===== src/rtl/lwbc_pkg.sv =====
// Shared types, constants and helpers of the layer window blend compositor.
// No dependencies; lwbc_blend and the top level import this package.
`timescale 1ns / 1ps

package lwbc_pkg;

    localparam int unsigned SCREEN_WIDTH  = 240;
    localparam int unsigned SCREEN_HEIGHT = 160;

    localparam int unsigned LAYER_COUNT = 5;
    localparam int unsigned CFG_IDX_W  = 3;
    localparam int unsigned CFG_DATA_W = 32;
    localparam int unsigned COEF_MAX   = 16;
    localparam int unsigned CHAN_MAX   = 31;

    typedef logic [14:0] t_colour;
    typedef logic [2:0]  t_layer;
    typedef logic [5:0]  t_winctl;

    localparam t_layer LAYER_SPRITE   = 3'd4;
    localparam t_layer LAYER_BACKDROP = 3'd5;

    typedef enum logic [CFG_IDX_W-1:0] {
        REG_DISPLAY_ENABLES    = 3'd0,
        REG_BG_PRIORITIES      = 3'd1,
        REG_BLEND_SELECT       = 3'd2,
        REG_BLEND_COEFFICIENTS = 3'd3,
        REG_WINDOW_INSIDE      = 3'd4,
        REG_WINDOW_OUTSIDE     = 3'd5,
        REG_WINDOW0_BOUNDS     = 3'd6,
        REG_WINDOW1_BOUNDS     = 3'd7
    } t_reg_idx;

    typedef enum logic [1:0] {
        OP_NONE   = 2'd0,
        OP_ALPHA  = 2'd1,
        OP_BRIGHT = 2'd2,
        OP_DARK   = 2'd3
    } t_op;

    typedef struct packed {
        logic valid;
        t_op  op;
    } t_blend_ctl;

    function automatic logic in_rect(input logic [31:0] bounds, input logic [7:0] x,
                                     input logic [7:0] y, input logic [7:0] w,
                                     input logic [7:0] h);
        logic [7:0] l;
        logic [7:0] r;
        logic [7:0] t;
        logic [7:0] b;
        l = bounds[31:24];
        r = bounds[23:16];
        t = bounds[15:8];
        b = bounds[7:0];
        if (r > w || r < l) begin
            r = w;
        end
        if (b > h || b < t) begin
            b = h;
        end
        return (x >= l) && (x < r) && (y >= t) && (y < b);
    endfunction

    function automatic logic [4:0] clamp16(input logic [4:0] v);
        return (v > 5'(COEF_MAX)) ? 5'(COEF_MAX) : v;
    endfunction

    function automatic logic [7:0] widen5(input logic [4:0] c);
        return {c, c[4:2]};
    endfunction

endpackage


===== src/rtl/lwbc_pix_if.sv =====
// Input pixel channel: valid/ready handshake and the per-pixel layer payload.
// No dependencies.
`timescale 1ns / 1ps

interface lwbc_pix_if;
    logic        valid;
    logic        ready;
    logic [7:0]  pixel_x;
    logic [7:0]  pixel_line;
    logic [14:0] bg0_colour;
    logic [14:0] bg1_colour;
    logic [14:0] bg2_colour;
    logic [14:0] bg3_colour;
    logic [14:0] sprite_colour;
    logic [4:0]  layer_opaque;
    logic [1:0]  sprite_priority;
    logic        sprite_semi_transparent;
    logic        in_object_window;
    logic [14:0] backdrop_colour;

    modport source (
        output valid, pixel_x, pixel_line, bg0_colour, bg1_colour, bg2_colour, bg3_colour,
               sprite_colour, layer_opaque, sprite_priority, sprite_semi_transparent,
               in_object_window, backdrop_colour,
        input  ready
    );
    modport sink (
        input  valid, pixel_x, pixel_line, bg0_colour, bg1_colour, bg2_colour, bg3_colour,
               sprite_colour, layer_opaque, sprite_priority, sprite_semi_transparent,
               in_object_window, backdrop_colour,
        output ready
    );
endinterface


===== src/rtl/lwbc_rgb_if.sv =====
// Output pixel channel: valid/ready handshake and the 24-bit RGB payload.
// No dependencies.
`timescale 1ns / 1ps

interface lwbc_rgb_if;
    logic        valid;
    logic        ready;
    logic [23:0] pixel_rgb;

    modport source (output valid, pixel_rgb, input ready);
    modport sink (input valid, pixel_rgb, output ready);
endinterface


===== src/rtl/lwbc_blend.sv =====
// Colour effect back end: per-channel products, then sum, saturate and widen.
// Depends on lwbc_pkg.
`timescale 1ns / 1ps

module lwbc_blend (
    input  logic                i_clk,
    input  logic                i_rst_n,
    input  logic                i_advance,
    input  lwbc_pkg::t_blend_ctl i_ctl,
    input  lwbc_pkg::t_colour   i_top,
    input  lwbc_pkg::t_colour   i_second,
    input  logic [14:0]         i_coefs,
    output logic                o_valid,
    output logic [23:0]         o_rgb
);
    import lwbc_pkg::*;

    logic [4:0] eva;
    logic [4:0] evb;
    logic [4:0] evy;
    logic [8:0] n_m0 [3];
    logic [8:0] n_m1 [3];
    logic [8:0] r_m0 [3];
    logic [8:0] r_m1 [3];
    t_colour    r_top;
    t_op        r_op;
    logic       r_valid;
    t_colour    res;
    logic       r_out_valid;
    logic [23:0] r_rgb;

    assign eva = clamp16(i_coefs[4:0]);
    assign evb = clamp16(i_coefs[9:5]);
    assign evy = clamp16(i_coefs[14:10]);

    always_comb begin
        logic [4:0] ca;
        logic [4:0] cb;
        for (int c = 0; c < 3; c++) begin
            ca = i_top[5*c +: 5];
            cb = i_second[5*c +: 5];
            case (i_ctl.op)
                OP_ALPHA: begin
                    n_m0[c] = {4'd0, ca} * {4'd0, eva};
                    n_m1[c] = {4'd0, cb} * {4'd0, evb};
                end
                OP_BRIGHT: begin
                    n_m0[c] = {4'd0, 5'(CHAN_MAX) - ca} * {4'd0, evy};
                    n_m1[c] = '0;
                end
                OP_DARK: begin
                    n_m0[c] = {4'd0, ca} * {4'd0, evy};
                    n_m1[c] = '0;
                end
                default: begin
                    n_m0[c] = '0;
                    n_m1[c] = '0;
                end
            endcase
        end
    end

    always_ff @(posedge i_clk) begin
        if (!i_rst_n) begin
            r_valid <= 1'b0;
        end else if (i_advance) begin
            r_valid <= i_ctl.valid;
        end
        if (i_advance) begin
            r_m0  <= n_m0;
            r_m1  <= n_m1;
            r_top <= i_top;
            r_op  <= i_ctl.op;
        end
    end

    always_comb begin
        logic [4:0] ct;
        logic [9:0] sum;
        for (int c = 0; c < 3; c++) begin
            ct  = r_top[5*c +: 5];
            sum = {1'b0, r_m0[c]} + {1'b0, r_m1[c]};
            case (r_op)
                OP_ALPHA:  res[5*c +: 5] = (sum[9:4] > 6'(CHAN_MAX)) ? 5'(CHAN_MAX) : sum[8:4];
                OP_BRIGHT: res[5*c +: 5] = ct + r_m0[c][8:4];
                OP_DARK:   res[5*c +: 5] = ct - r_m0[c][8:4];
                default:   res[5*c +: 5] = ct;
            endcase
        end
    end

    always_ff @(posedge i_clk) begin
        if (!i_rst_n) begin
            r_out_valid <= 1'b0;
        end else if (i_advance) begin
            r_out_valid <= r_valid;
        end
        if (i_advance) begin
            r_rgb <= {widen5(res[14:10]), widen5(res[9:5]), widen5(res[4:0])};
        end
    end

    assign o_valid = r_out_valid;
    assign o_rgb   = r_rgb;

endmodule


===== src/rtl/layer_window_blend_compositor_top.sv =====
// Top level of the layer window blend compositor: config registers, window
// and layer-priority stages. Depends on lwbc_pkg, lwbc_pix_if, lwbc_rgb_if, lwbc_blend.
`timescale 1ns / 1ps

// Usage:
//   i_pix carries one screen pixel per beat: four background colours, the
//   front sprite colour, opacity bits, sprite priority and mode flags, and
//   the backdrop colour. o_rgb returns one 24-bit RGB beat per input beat,
//   in order. Registers are written through i_cfg_we/i_cfg_index/i_cfg_data
//   while no pixel is in flight.
//   Pipeline: window decode, layer priority pick, effect products, then
//   sum/saturate/widen into the output register, each stage registered.
//   One beat per cycle is sustained while o_rgb does not stall.
//   The whole pipeline advances together whenever the output register is
//   empty or being taken; i_pix.ready follows that, so a stall on o_rgb
//   holds every stage in place and nothing is dropped or repeated.
//   Reset clears all stage valid bits and returns the registers to their
//   defaults (priorities all 3, everything else zero).

module layer_window_blend_compositor_top #(
    parameter int unsigned SCREEN_WIDTH  = lwbc_pkg::SCREEN_WIDTH,
    parameter int unsigned SCREEN_HEIGHT = lwbc_pkg::SCREEN_HEIGHT
) (
    input  logic              i_clk,
    input  logic              i_rst_n,
    input  logic              i_cfg_we,
    input  logic [2:0]        i_cfg_index,
    input  logic [31:0]       i_cfg_data,
    lwbc_pix_if.sink          i_pix,
    lwbc_rgb_if.source        o_rgb
);
    import lwbc_pkg::*;

    logic [7:0]  r_display_enables;
    logic [7:0]  r_bg_priorities;
    logic [13:0] r_blend_select;
    logic [14:0] r_blend_coefficients;
    logic [13:0] r_window_inside;
    logic [13:0] r_window_outside;
    logic [31:0] r_window0_bounds;
    logic [31:0] r_window1_bounds;

    logic        advance;
    logic        out_valid;

    t_winctl     n_ctl;
    logic        r1_valid;
    t_winctl     r1_ctl;
    t_colour     r1_col [LAYER_COUNT+1];
    logic [4:0]  r1_opaque;
    logic [1:0]  r1_sprio;
    logic        r1_semi;

    logic [4:0]  elig;
    logic [4:0]  key [LAYER_COUNT];
    logic [2:0]  rank [LAYER_COUNT];
    t_layer      l0;
    t_layer      l1;
    t_colour     n_top;
    t_colour     n_second;
    t_op         n_op;

    t_blend_ctl  r2_ctl;
    t_colour     r2_top;
    t_colour     r2_second;

    always_ff @(posedge i_clk) begin
        if (!i_rst_n) begin
            r_display_enables    <= '0;
            r_bg_priorities      <= 8'hFF;
            r_blend_select       <= '0;
            r_blend_coefficients <= '0;
            r_window_inside      <= '0;
            r_window_outside     <= '0;
            r_window0_bounds     <= '0;
            r_window1_bounds     <= '0;
        end else if (i_cfg_we) begin
            case (t_reg_idx'(i_cfg_index))
                REG_DISPLAY_ENABLES:    r_display_enables    <= i_cfg_data[7:0];
                REG_BG_PRIORITIES:      r_bg_priorities      <= i_cfg_data[7:0];
                REG_BLEND_SELECT:       r_blend_select       <= i_cfg_data[13:0];
                REG_BLEND_COEFFICIENTS: r_blend_coefficients <= i_cfg_data[14:0];
                REG_WINDOW_INSIDE:      r_window_inside      <= i_cfg_data[13:0];
                REG_WINDOW_OUTSIDE:     r_window_outside     <= i_cfg_data[13:0];
                REG_WINDOW0_BOUNDS:     r_window0_bounds     <= i_cfg_data;
                REG_WINDOW1_BOUNDS:     r_window1_bounds     <= i_cfg_data;
                default: ;
            endcase
        end
    end

    assign advance     = !out_valid || o_rgb.ready;
    assign i_pix.ready = advance;

    // window decode
    always_comb begin
        if (r_display_enables[7:5] == 3'b000) begin
            n_ctl = 6'h3F;
        end else if (r_display_enables[5]
                     && in_rect(r_window0_bounds, i_pix.pixel_x, i_pix.pixel_line,
                                8'(SCREEN_WIDTH), 8'(SCREEN_HEIGHT))) begin
            n_ctl = r_window_inside[5:0];
        end else if (r_display_enables[6]
                     && in_rect(r_window1_bounds, i_pix.pixel_x, i_pix.pixel_line,
                                8'(SCREEN_WIDTH), 8'(SCREEN_HEIGHT))) begin
            n_ctl = r_window_inside[13:8];
        end else if (r_display_enables[7] && r_display_enables[4] && i_pix.in_object_window) begin
            n_ctl = r_window_outside[13:8];
        end else begin
            n_ctl = r_window_outside[5:0];
        end
    end

    always_ff @(posedge i_clk) begin
        if (!i_rst_n) begin
            r1_valid <= 1'b0;
        end else if (advance) begin
            r1_valid <= i_pix.valid;
        end
        if (advance) begin
            r1_ctl    <= n_ctl;
            r1_col[0] <= i_pix.bg0_colour;
            r1_col[1] <= i_pix.bg1_colour;
            r1_col[2] <= i_pix.bg2_colour;
            r1_col[3] <= i_pix.bg3_colour;
            r1_col[4] <= i_pix.sprite_colour;
            r1_col[5] <= i_pix.backdrop_colour;
            r1_opaque <= i_pix.layer_opaque;
            r1_sprio  <= i_pix.sprite_priority;
            r1_semi   <= i_pix.sprite_semi_transparent;
        end
    end

    // layer priority pick: rank each eligible layer by priority, then order
    always_comb begin
        logic t1;
        logic t2;
        for (int i = 0; i < LAYER_COUNT; i++) begin
            elig[i] = r1_opaque[i] & r_display_enables[i] & r1_ctl[i];
        end
        for (int i = 0; i < int'(LAYER_SPRITE); i++) begin
            key[i] = {r_bg_priorities[2*i +: 2], 3'(i + 1)};
        end
        key[LAYER_SPRITE] = {r1_sprio, 3'd0};
        for (int i = 0; i < LAYER_COUNT; i++) begin
            rank[i] = '0;
            for (int j = 0; j < LAYER_COUNT; j++) begin
                if (elig[j] && key[j] < key[i]) begin
                    rank[i] = rank[i] + 3'd1;
                end
            end
        end
        l0 = LAYER_BACKDROP;
        l1 = LAYER_BACKDROP;
        for (int i = 0; i < LAYER_COUNT; i++) begin
            if (elig[i] && rank[i] == 3'd0) begin
                l0 = 3'(i);
            end
            if (elig[i] && rank[i] == 3'd1) begin
                l1 = 3'(i);
            end
        end
        n_top    = r1_col[l0];
        n_second = r1_col[l1];
        n_op     = OP_NONE;
        t1       = r_blend_select[l0];
        t2       = r_blend_select[4'd8 + 4'(l1)];
        if (l0 != LAYER_BACKDROP && r1_ctl[5]) begin
            if (l0 == LAYER_SPRITE && r1_semi && t2) begin
                n_op = OP_ALPHA;
            end else if (t_op'(r_blend_select[7:6]) == OP_ALPHA && t1 && t2) begin
                n_op = OP_ALPHA;
            end else if (t_op'(r_blend_select[7:6]) == OP_BRIGHT && t1) begin
                n_op = OP_BRIGHT;
            end else if (t_op'(r_blend_select[7:6]) == OP_DARK && t1) begin
                n_op = OP_DARK;
            end
        end
    end

    always_ff @(posedge i_clk) begin
        if (!i_rst_n) begin
            r2_ctl.valid <= 1'b0;
        end else if (advance) begin
            r2_ctl.valid <= r1_valid;
        end
        if (advance) begin
            r2_ctl.op <= n_op;
            r2_top    <= n_top;
            r2_second <= n_second;
        end
    end

    lwbc_blend u_blend (
        .i_clk     (i_clk),
        .i_rst_n   (i_rst_n),
        .i_advance (advance),
        .i_ctl     (r2_ctl),
        .i_top     (r2_top),
        .i_second  (r2_second),
        .i_coefs   (r_blend_coefficients),
        .o_valid   (out_valid),
        .o_rgb     (o_rgb.pixel_rgb)
    );

    assign o_rgb.valid = out_valid;

endmodule

===== src/flat_wrapper.sv =====
// flat-port wrapper written by rule: the top's interface ports become plain ports
module layer_window_blend_compositor_top_flat import lwbc_pkg::*;
#(
    parameter int unsigned SCREEN_WIDTH  = lwbc_pkg::SCREEN_WIDTH,
    parameter int unsigned SCREEN_HEIGHT = lwbc_pkg::SCREEN_HEIGHT
)
  (i_clk, i_rst_n, i_cfg_we, i_cfg_index, i_cfg_data, i_pix_valid, i_pix_pixel_x, i_pix_pixel_line, i_pix_bg0_colour, i_pix_bg1_colour, i_pix_bg2_colour, i_pix_bg3_colour, i_pix_sprite_colour, i_pix_layer_opaque, i_pix_sprite_priority, i_pix_sprite_semi_transparent, i_pix_in_object_window, i_pix_backdrop_colour, i_pix_ready, o_rgb_valid, o_rgb_pixel_rgb, o_rgb_ready);
  lwbc_pix_if i_pix_i ();
  lwbc_rgb_if o_rgb_i ();
  input  logic i_clk;
  input  logic i_rst_n;
  input  logic i_cfg_we;
  input  logic [2:0] i_cfg_index;
  input  logic [31:0] i_cfg_data;
  input wire logic [$bits(i_pix_i.valid)-1:0] i_pix_valid;
  input wire logic [$bits(i_pix_i.pixel_x)-1:0] i_pix_pixel_x;
  input wire logic [$bits(i_pix_i.pixel_line)-1:0] i_pix_pixel_line;
  input wire logic [$bits(i_pix_i.bg0_colour)-1:0] i_pix_bg0_colour;
  input wire logic [$bits(i_pix_i.bg1_colour)-1:0] i_pix_bg1_colour;
  input wire logic [$bits(i_pix_i.bg2_colour)-1:0] i_pix_bg2_colour;
  input wire logic [$bits(i_pix_i.bg3_colour)-1:0] i_pix_bg3_colour;
  input wire logic [$bits(i_pix_i.sprite_colour)-1:0] i_pix_sprite_colour;
  input wire logic [$bits(i_pix_i.layer_opaque)-1:0] i_pix_layer_opaque;
  input wire logic [$bits(i_pix_i.sprite_priority)-1:0] i_pix_sprite_priority;
  input wire logic [$bits(i_pix_i.sprite_semi_transparent)-1:0] i_pix_sprite_semi_transparent;
  input wire logic [$bits(i_pix_i.in_object_window)-1:0] i_pix_in_object_window;
  input wire logic [$bits(i_pix_i.backdrop_colour)-1:0] i_pix_backdrop_colour;
  output wire logic [$bits(i_pix_i.ready)-1:0] i_pix_ready;
  output wire logic [$bits(o_rgb_i.valid)-1:0] o_rgb_valid;
  output wire logic [$bits(o_rgb_i.pixel_rgb)-1:0] o_rgb_pixel_rgb;
  input wire logic [$bits(o_rgb_i.ready)-1:0] o_rgb_ready;
  assign i_pix_i.valid = i_pix_valid;
  assign i_pix_i.pixel_x = i_pix_pixel_x;
  assign i_pix_i.pixel_line = i_pix_pixel_line;
  assign i_pix_i.bg0_colour = i_pix_bg0_colour;
  assign i_pix_i.bg1_colour = i_pix_bg1_colour;
  assign i_pix_i.bg2_colour = i_pix_bg2_colour;
  assign i_pix_i.bg3_colour = i_pix_bg3_colour;
  assign i_pix_i.sprite_colour = i_pix_sprite_colour;
  assign i_pix_i.layer_opaque = i_pix_layer_opaque;
  assign i_pix_i.sprite_priority = i_pix_sprite_priority;
  assign i_pix_i.sprite_semi_transparent = i_pix_sprite_semi_transparent;
  assign i_pix_i.in_object_window = i_pix_in_object_window;
  assign i_pix_i.backdrop_colour = i_pix_backdrop_colour;
  assign i_pix_ready = i_pix_i.ready;
  assign o_rgb_valid = o_rgb_i.valid;
  assign o_rgb_pixel_rgb = o_rgb_i.pixel_rgb;
  assign o_rgb_i.ready = o_rgb_ready;
  layer_window_blend_compositor_top #(.SCREEN_WIDTH(SCREEN_WIDTH), .SCREEN_HEIGHT(SCREEN_HEIGHT)) u_core (.i_clk(i_clk), .i_rst_n(i_rst_n), .i_cfg_we(i_cfg_we), .i_cfg_index(i_cfg_index), .i_cfg_data(i_cfg_data), .i_pix(i_pix_i), .o_rgb(o_rgb_i));
endmodule

===== config.mk =====
export PLATFORM = sky130hd
export DESIGN_NAME = layer_window_blend_compositor_top_flat
export DESIGN_NICKNAME = d
export VERILOG_FILES = /design/src/rtl/lwbc_pkg.sv /design/src/rtl/lwbc_pix_if.sv /design/src/rtl/lwbc_rgb_if.sv /design/src/rtl/lwbc_blend.sv /design/src/rtl/layer_window_blend_compositor_top.sv /design/src/flat_wrapper.sv
export SDC_FILE = /design/constraint.sdc
export NUM_CORES = 1
export LEC_CHECK = 0
export CAP_MARGIN = 20
export CORE_ASPECT_RATIO = 2
export CORE_MARGIN = 2
export CORE_UTILIZATION = 42
export DETAILED_ROUTE_END_ITERATION = 8
export DONT_BUFFER_PORTS = 1
export GPL_ROUTABILITY_DRIVEN = 0
export PLACE_DENSITY = 0.67
export SLEW_MARGIN = 20
export SYNTH_ARGS = -nofsm -noshare
export SYNTH_HDL_FRONTEND = slang
export SYNTH_SLANG_ARGS = --single-unit

===== constraint.sdc =====
create_clock -name i_clk -period 16.5 [get_ports i_clk]
set_input_delay 3.3 -clock i_clk [delete_from_list [all_inputs] [get_ports i_clk]]
set_output_delay 3.3 -clock i_clk [all_outputs]
set_load 0.01 [all_outputs]

# Word level (Yosys, flattened, before mapping)
# Memory sizes are Yosys's and may differ from the RTL's. A register that Yosys moved wholly into a read port is not among the register bits.
# Cells that the tools add are included.
[totals] reg_bits=252 output_inout_bits=26 in_bits=155 wordCells=300 n_memories=1 ramBits=90
[mem_list] memory="u_core.r1_col" depth=6 word_bits=15 rd=2 rd_clocked_by_memory_dff=2 wr=6 line="layer_window_blend_compositor_top.sv:49" rtl="t_colour r1_col [LAYER_COUNT+1];"
[classes] order_cmp=49 mux=70 reduce_logical=74 mul=12 add_sub_neg=33 n_eq_ne=23 bitwise_logic=11
[ops] op="5-bit less-than comparator" count=25
[ops] op="5-bit by 5-bit multiplier with 9-bit output" count=12
[ops] op="3-bit 2-to-1 mux" count=30
[ops] op="9-bit case mux with 3 select lines" count=3
[ops] op="8-bit 2-to-1 mux" count=10
[ops] op="8-bit less-than comparator" count=8
[ops] op="1-bit logical AND" count=52
[ops] op="3-bit by 1-bit adder with 3-bit output, second input constant" count=15
[ops] op="5-bit case mux with 3 select lines" count=3
[ops] op="8-bit greater-or-equal comparator" count=4
[ops] op="8-bit greater-than comparator, second input constant" count=4
[ops] op="9-bit by 9-bit adder with 10-bit output" count=3
[ops] op="5-bit 2-to-1 mux" count=6
[ops] op="3-bit logical NOT" count=7
[ops] op="3-bit by 1-bit == test with 1-bit output, second input constant" count=6
[ops] op="6-bit by 5-bit greater-than comparator with 1-bit output, second input constant" count=3
[ops] op="6-bit 2-to-1 mux" count=3
[ops] op="2-bit AND reduction" count=8
[ops] op="5-bit adder" count=3
[ops] op="3-bit == test, second input constant" count=5
[ops] op="5-bit greater-than comparator, second input constant" count=3
[ops] op="5-bit subtractor" count=3
[ops] op="5-bit subtractor, first input constant" count=3
[ops] op="2-bit == test, second input constant" count=6
[ops] op="16 further kinds" count=47

# Depth between registers and ports, before layout
[depth] ltp_word=26 mapped_depth=20 mapped_depth_nobuf=19

# Hierarchy
# From an unflattened synthesis, not the netlist that was laid out.
[hier_totals] hier_cells=2993 area_unflattened_um2=28328.4
[by_module_without_submodules] mod="layer_window_blend_compositor_top" instances=1 seq_area_each_um2=6766.5 area_per_inst_um2=14395.1 cells_each=1470
[by_module_without_submodules] mod="lwbc_blend" instances=1 seq_area_each_um2=2622.5 area_per_inst_um2=13933.4 cells_each=1523

# Worst setup path before layout
# Ideal clock, no wire load.
[synth_timing] kind="input to output" startpoint="input port o_rgb_ready" endpoint="output port i_pix_ready" n_path_buf=1 arrival_time_ns=9.622 required_ns=13.200 stages=2 setup_slack_ns=3.578 path_cell_list="nand2b_1 > clkbuf_1"
[synth_via] elab_chain_len=1
[synth_rtl] element="start, declared" line="flat_wrapper.sv:31" rtl="input wire logic [$bits(o_rgb_i.ready)-1:0] o_rgb_ready;"
[synth_rtl] element="1-bit logical OR" line="layer_window_blend_compositor_top.sv:92" rtl="assign advance = !out_valid || o_rgb.ready;"
[synth_rtl] element="end, declared" line="flat_wrapper.sv:28" rtl="output wire logic [$bits(i_pix_i.ready)-1:0] i_pix_ready;"
# Every way passes these cells.

# Worst setup path in the final report
# Ends and elaborated chain as after synthesis.

==> run summary <==
The flow ran to the end, and the final reports show no timing, DRC or antenna violations. The mapped netlist covers 27800 um^2. The number of clock buffers added by TritonCTS is 35. The overall power after layout came out at 2.13 mW.

The most used flip-flop cell after synthesis is sky130_fd_sc_hd__edfxtp_1. The routed layout has 20800 vias. The average instance area after synthesis is 9.71 um^2. The number of global-route vias before repair is 21400. The tools report the number of nets with antenna violations after detailed routing as 0. For this run, the number of Yosys warnings is 0. The signal on the critical path passes through nand2b_4.

The most common cell in the synthesized netlist is sky130_fd_sc_hd__nand2_1. The number of remaining DRC errors is 0, and the number of clock sinks seen by CTS is 358. Portion of synthesized cell area occupied by the leading cell type: 0.240. Once the clock tree was built, the setup fixing pass inserted 0 buffers. Entering global routing, the biggest net connects 138 pins.

After clock tree synthesis, the flow added hold-fix buffers numbering 0. On the final layout, the worst clock skew is 0.0246 ns. Final routed wirelength across all metal layers: 77200 um. The slowest stage of the critical path is the sky130_fd_sc_hd__nand2b_4 cell. The number of core rows was 133. The worst setup path is captured at a primary output. The number of cells upsized or downsized after cts came out at 0. The setup path with the least slack is of type in -> out. Summing all multi-input logic gate instances after layout gives 17000 um^2. The path class of the tightest hold or removal check is reg -> reg. The number of synthesized register bits was 358.

Library cell with the largest summed area after synthesis: sky130_fd_sc_hd__edfxtp_1. The sequential cells in the finished layout cover a total of 9390 um^2. The run gives 1239 as the number of DRC markers after the initial detailed-route iteration. By area the synthesized netlist is led by sky130_fd_sc_hd__edfxtp_1 (24%), sky130_fd_sc_hd__ha_1 (16%), sky130_fd_sc_hd__dfxtp_1 (9.8%). Data on the critical path is required at its endpoint by 13.20 ns. The run gives 3414 as the final net count.

TritonCTS built the clock tree. Headroom to the max-slew limit: 0.272. The logs give 0 for the max-slew violation count and 0.338 for the sequential share of the synthesized area.

The highest net fanout along the worst path is 6, and the area of the die is 68400 um^2. The die is 368 um tall. The final sum of negative setup slack is 0 ns, and the hold violation total from the final report is 0.

During I/O placement, the number of pins put on the boundary was 181. The logs give 59900 um for the estimated wirelength of the detail-placed design and 3 for the buffer depth of the longest clock path. The largest stage delay on the critical path works out to 0.28 ns. The overall global routing resource usage is 0.228, and the post-synthesis cell count is 2861. Across the run, the number of max-cap violations was 0. The layout has 6296 filler cells. From synthesis to final layout, the design area changed by 7.53%. For the finished layout, the period the worst path requires is 6.90 ns.

Cell count along the critical path: 1. Clock-pin slew was measured on the worst setup and hold paths at 0.06 ns. Using the TritonRoute via totals, the vias-per-cell ratio works out to 5.58.

For the largest voltage drop on the vdd net, the log shows 0.0000855 V. The tools report the number of antenna violations at the first check in global routing as 23. The share of the cycle needed by the critical path after routing is 0.418. The count of cells along the worst register-to-register path came out at 15. The commonest cells after synthesis are sky130_fd_sc_hd__nand2_1 (418), sky130_fd_sc_hd__ha_1 (354), sky130_fd_sc_hd__inv_1 (228). The count of buffer and inverter cells on the critical path was 0; the x dimension of the die was 186 um. After detailed routing, the average wire length per cell comes to 20.7 um. After floorplanning, the core was sized to cover 65600 um^2. Dividing total power by cell area gives a power density of 71.2 nW/um^2. The first detailed-routing pass ran for 7 iterations.

For the worst-skew pair, the clock arrives at the later sink with an insertion delay of 0.55 ns. Data arrival at the endpoint of the critical path: 3.60 ns. The run gives 118000 um as the global-route wire length before repair. The number of flops mapped to enable cells by yosys was 222; the total grt overflow was 0. The effective utilization at floorplan was 0.424.

The leakage component of the power is 13.1 nW, and the number of cells traversed by the worst hold path is 2. The kind of cell with the highest combined delay along the critical path is simple AND/OR/NAND/NOR gates. The tools report the upper clock frequency limit as 0.145 GHz. The tools report the number of distinct library cell variants in the gate-level netlist after synthesis as 96. The share of synthesized flip-flops with an asynchronous set or reset was 0; the transition time at the pin with the least slew margin was 1.09 ns. The proportion of layout cells with a drive suffix above 1 was 0.0667; the number of nets in the synthesized netlist was 3469. The worst setup path is launched from a primary input. CTS built an H-tree with a depth of 2. Input and output buffers added on the ports amount to 0.

Setup repair after global routing left no endpoint under its margin. The buffer type at the clock tree root is sky130_fd_sc_hd__clkbuf_16. Setup violations remaining at the end of the flow were counted as 0.
==> power by group <==
part	total, mW	switching [mW]	leakage [nW]	internal (mW)
combinational	0.227	0.132	9.02	0.0956
sequential	1.04	0.0483	3.53	0.995
clock	0.856	0.361	0.592	0.496
total	2.13	0.541	13.1	1.59
==> metrics by stage <==
stage                     setup slack [ns]  cell area [um^2]   util  cells  hold slack [ns]
after global routing                  9.59             29900  0.456   3719            0.484
after floorplan                       3.58             27800      -   2861            0.424
after global placement                9.58             28600  0.437   3646            0.445
after detailed placement              9.58             28600  0.437   3646            0.448
after CTS                             9.58             29800  0.455   3709            0.462
final                                 9.60             29900  0.456   3722            0.459
==> registers in the layout (all words and copies together) (netlist names), 2 cells and up <==
signal / count
u_core.r2_second: 15
u_core.r_window0_bounds: 32
u_core.r_display_enables: 8
u_core.r1_opaque: 5
u_core.u_blend.o_rgb: 15
u_core.u_blend.r_m1: 27
u_core.r1_sprio: 2
u_core.r2_top: 15
u_core.u_blend.r_top: 15
u_core.r_window1_bounds: 32
u_core.r_window_inside: 12
u_core.r1_col: 90
u_core.r_blend_select: 13
u_core.r_blend_coefficients: 15
u_core.r_window_outside: 12
u_core.r_bg_priorities: 8
u_core.u_blend.r_op: 2
u_core.u_blend.r_m0: 27
u_core.r2_ctl: 3
u_core.r1_ctl: 6
==> layout make-up <==
cell class                      instances  share of cell area
Clock inverter                         23             0.00883
Sequential cell                       358               0.314
Inverter                              229              0.0288
Tap cell                              877              0.0367
Antenna cell                           13             0.00109
Timing Repair Buffer                   39              0.0102
Multi-Input combinational cell       2143               0.569
Clock buffer                           40              0.0317
==> metal layers <==
metal / track usage / up-vias / wire length [um]
li1: - / 9857 / -
met1: 0.212 / 10000 / 25200
met5: 0 / - / 112
met3: 0.0459 / 254 / 4350
met2: 0.430 / 608 / 41400
met4: 0.161 / 18 / 6160
==> cell usage in the layout (no fill, tap or decap), drive strengths merged, types with 13 or more instances in the layout <==
cell     synthesis  final
and3            15     15
dfxtp          136    136
nand3           33     33
nand2b          49     49
o21bai          23     23
mux2i           45     45
edfxtp         222    222
o21ai           86     86
a21oi           97     97
o211ai          25     25
clkbuf         104     40
buf             27     39
nor2           120    120
inv            229    233
a222oi          15     15
xor2            35     35
nor2b           45     45
a21o            61     61
nor3            21     21
a22o            18     18
o2111ai         14     14
a21boi         140    140
diode            0     13
and2           144    144
fa              99     99
mux2            36     36
xnor2          101    101
nand2          418    418
ha             354    354
==> path summary, 6_finish.rpt <==
check,from,to,slack (ns)
hold / removal,u_core.r_window1_bounds[27]$_SDFFE_PN0P_,u_core.r_window1_bounds[27]$_SDFFE_PN0P_,0.46
setup reg to reg,u_core.r1_ctl[2]$_SDFFCE_PN1P_,u_core.r2_second[5]$_DFFE_PP_,11.36
hold reg to reg,u_core.r_window1_bounds[27]$_SDFFE_PN0P_,u_core.r_window1_bounds[27]$_SDFFE_PN0P_,0.46
setup / recovery,o_rgb_ready,i_pix_ready,9.60
==> cell families (layout without fill, tap and decap cells) <==
kind of cell / count (synthesis) / in the layout / synth area share
AND/OR/NAND/NOR: 889 / 889 / 0.154
other: 0 / 13 / 0
XOR/XNOR: 136 / 136 / 0.0429
multiplexers: 81 / 81 / 0.0308
AO/OA/AOI/OAI: 584 / 584 / 0.152
buffers and inverters: 360 / 331 / 0.0522
flip-flops: 358 / 358 / 0.338
adder cells (fa/ha/maj): 453 / 453 / 0.231
(Power assumes the default switching activity.)
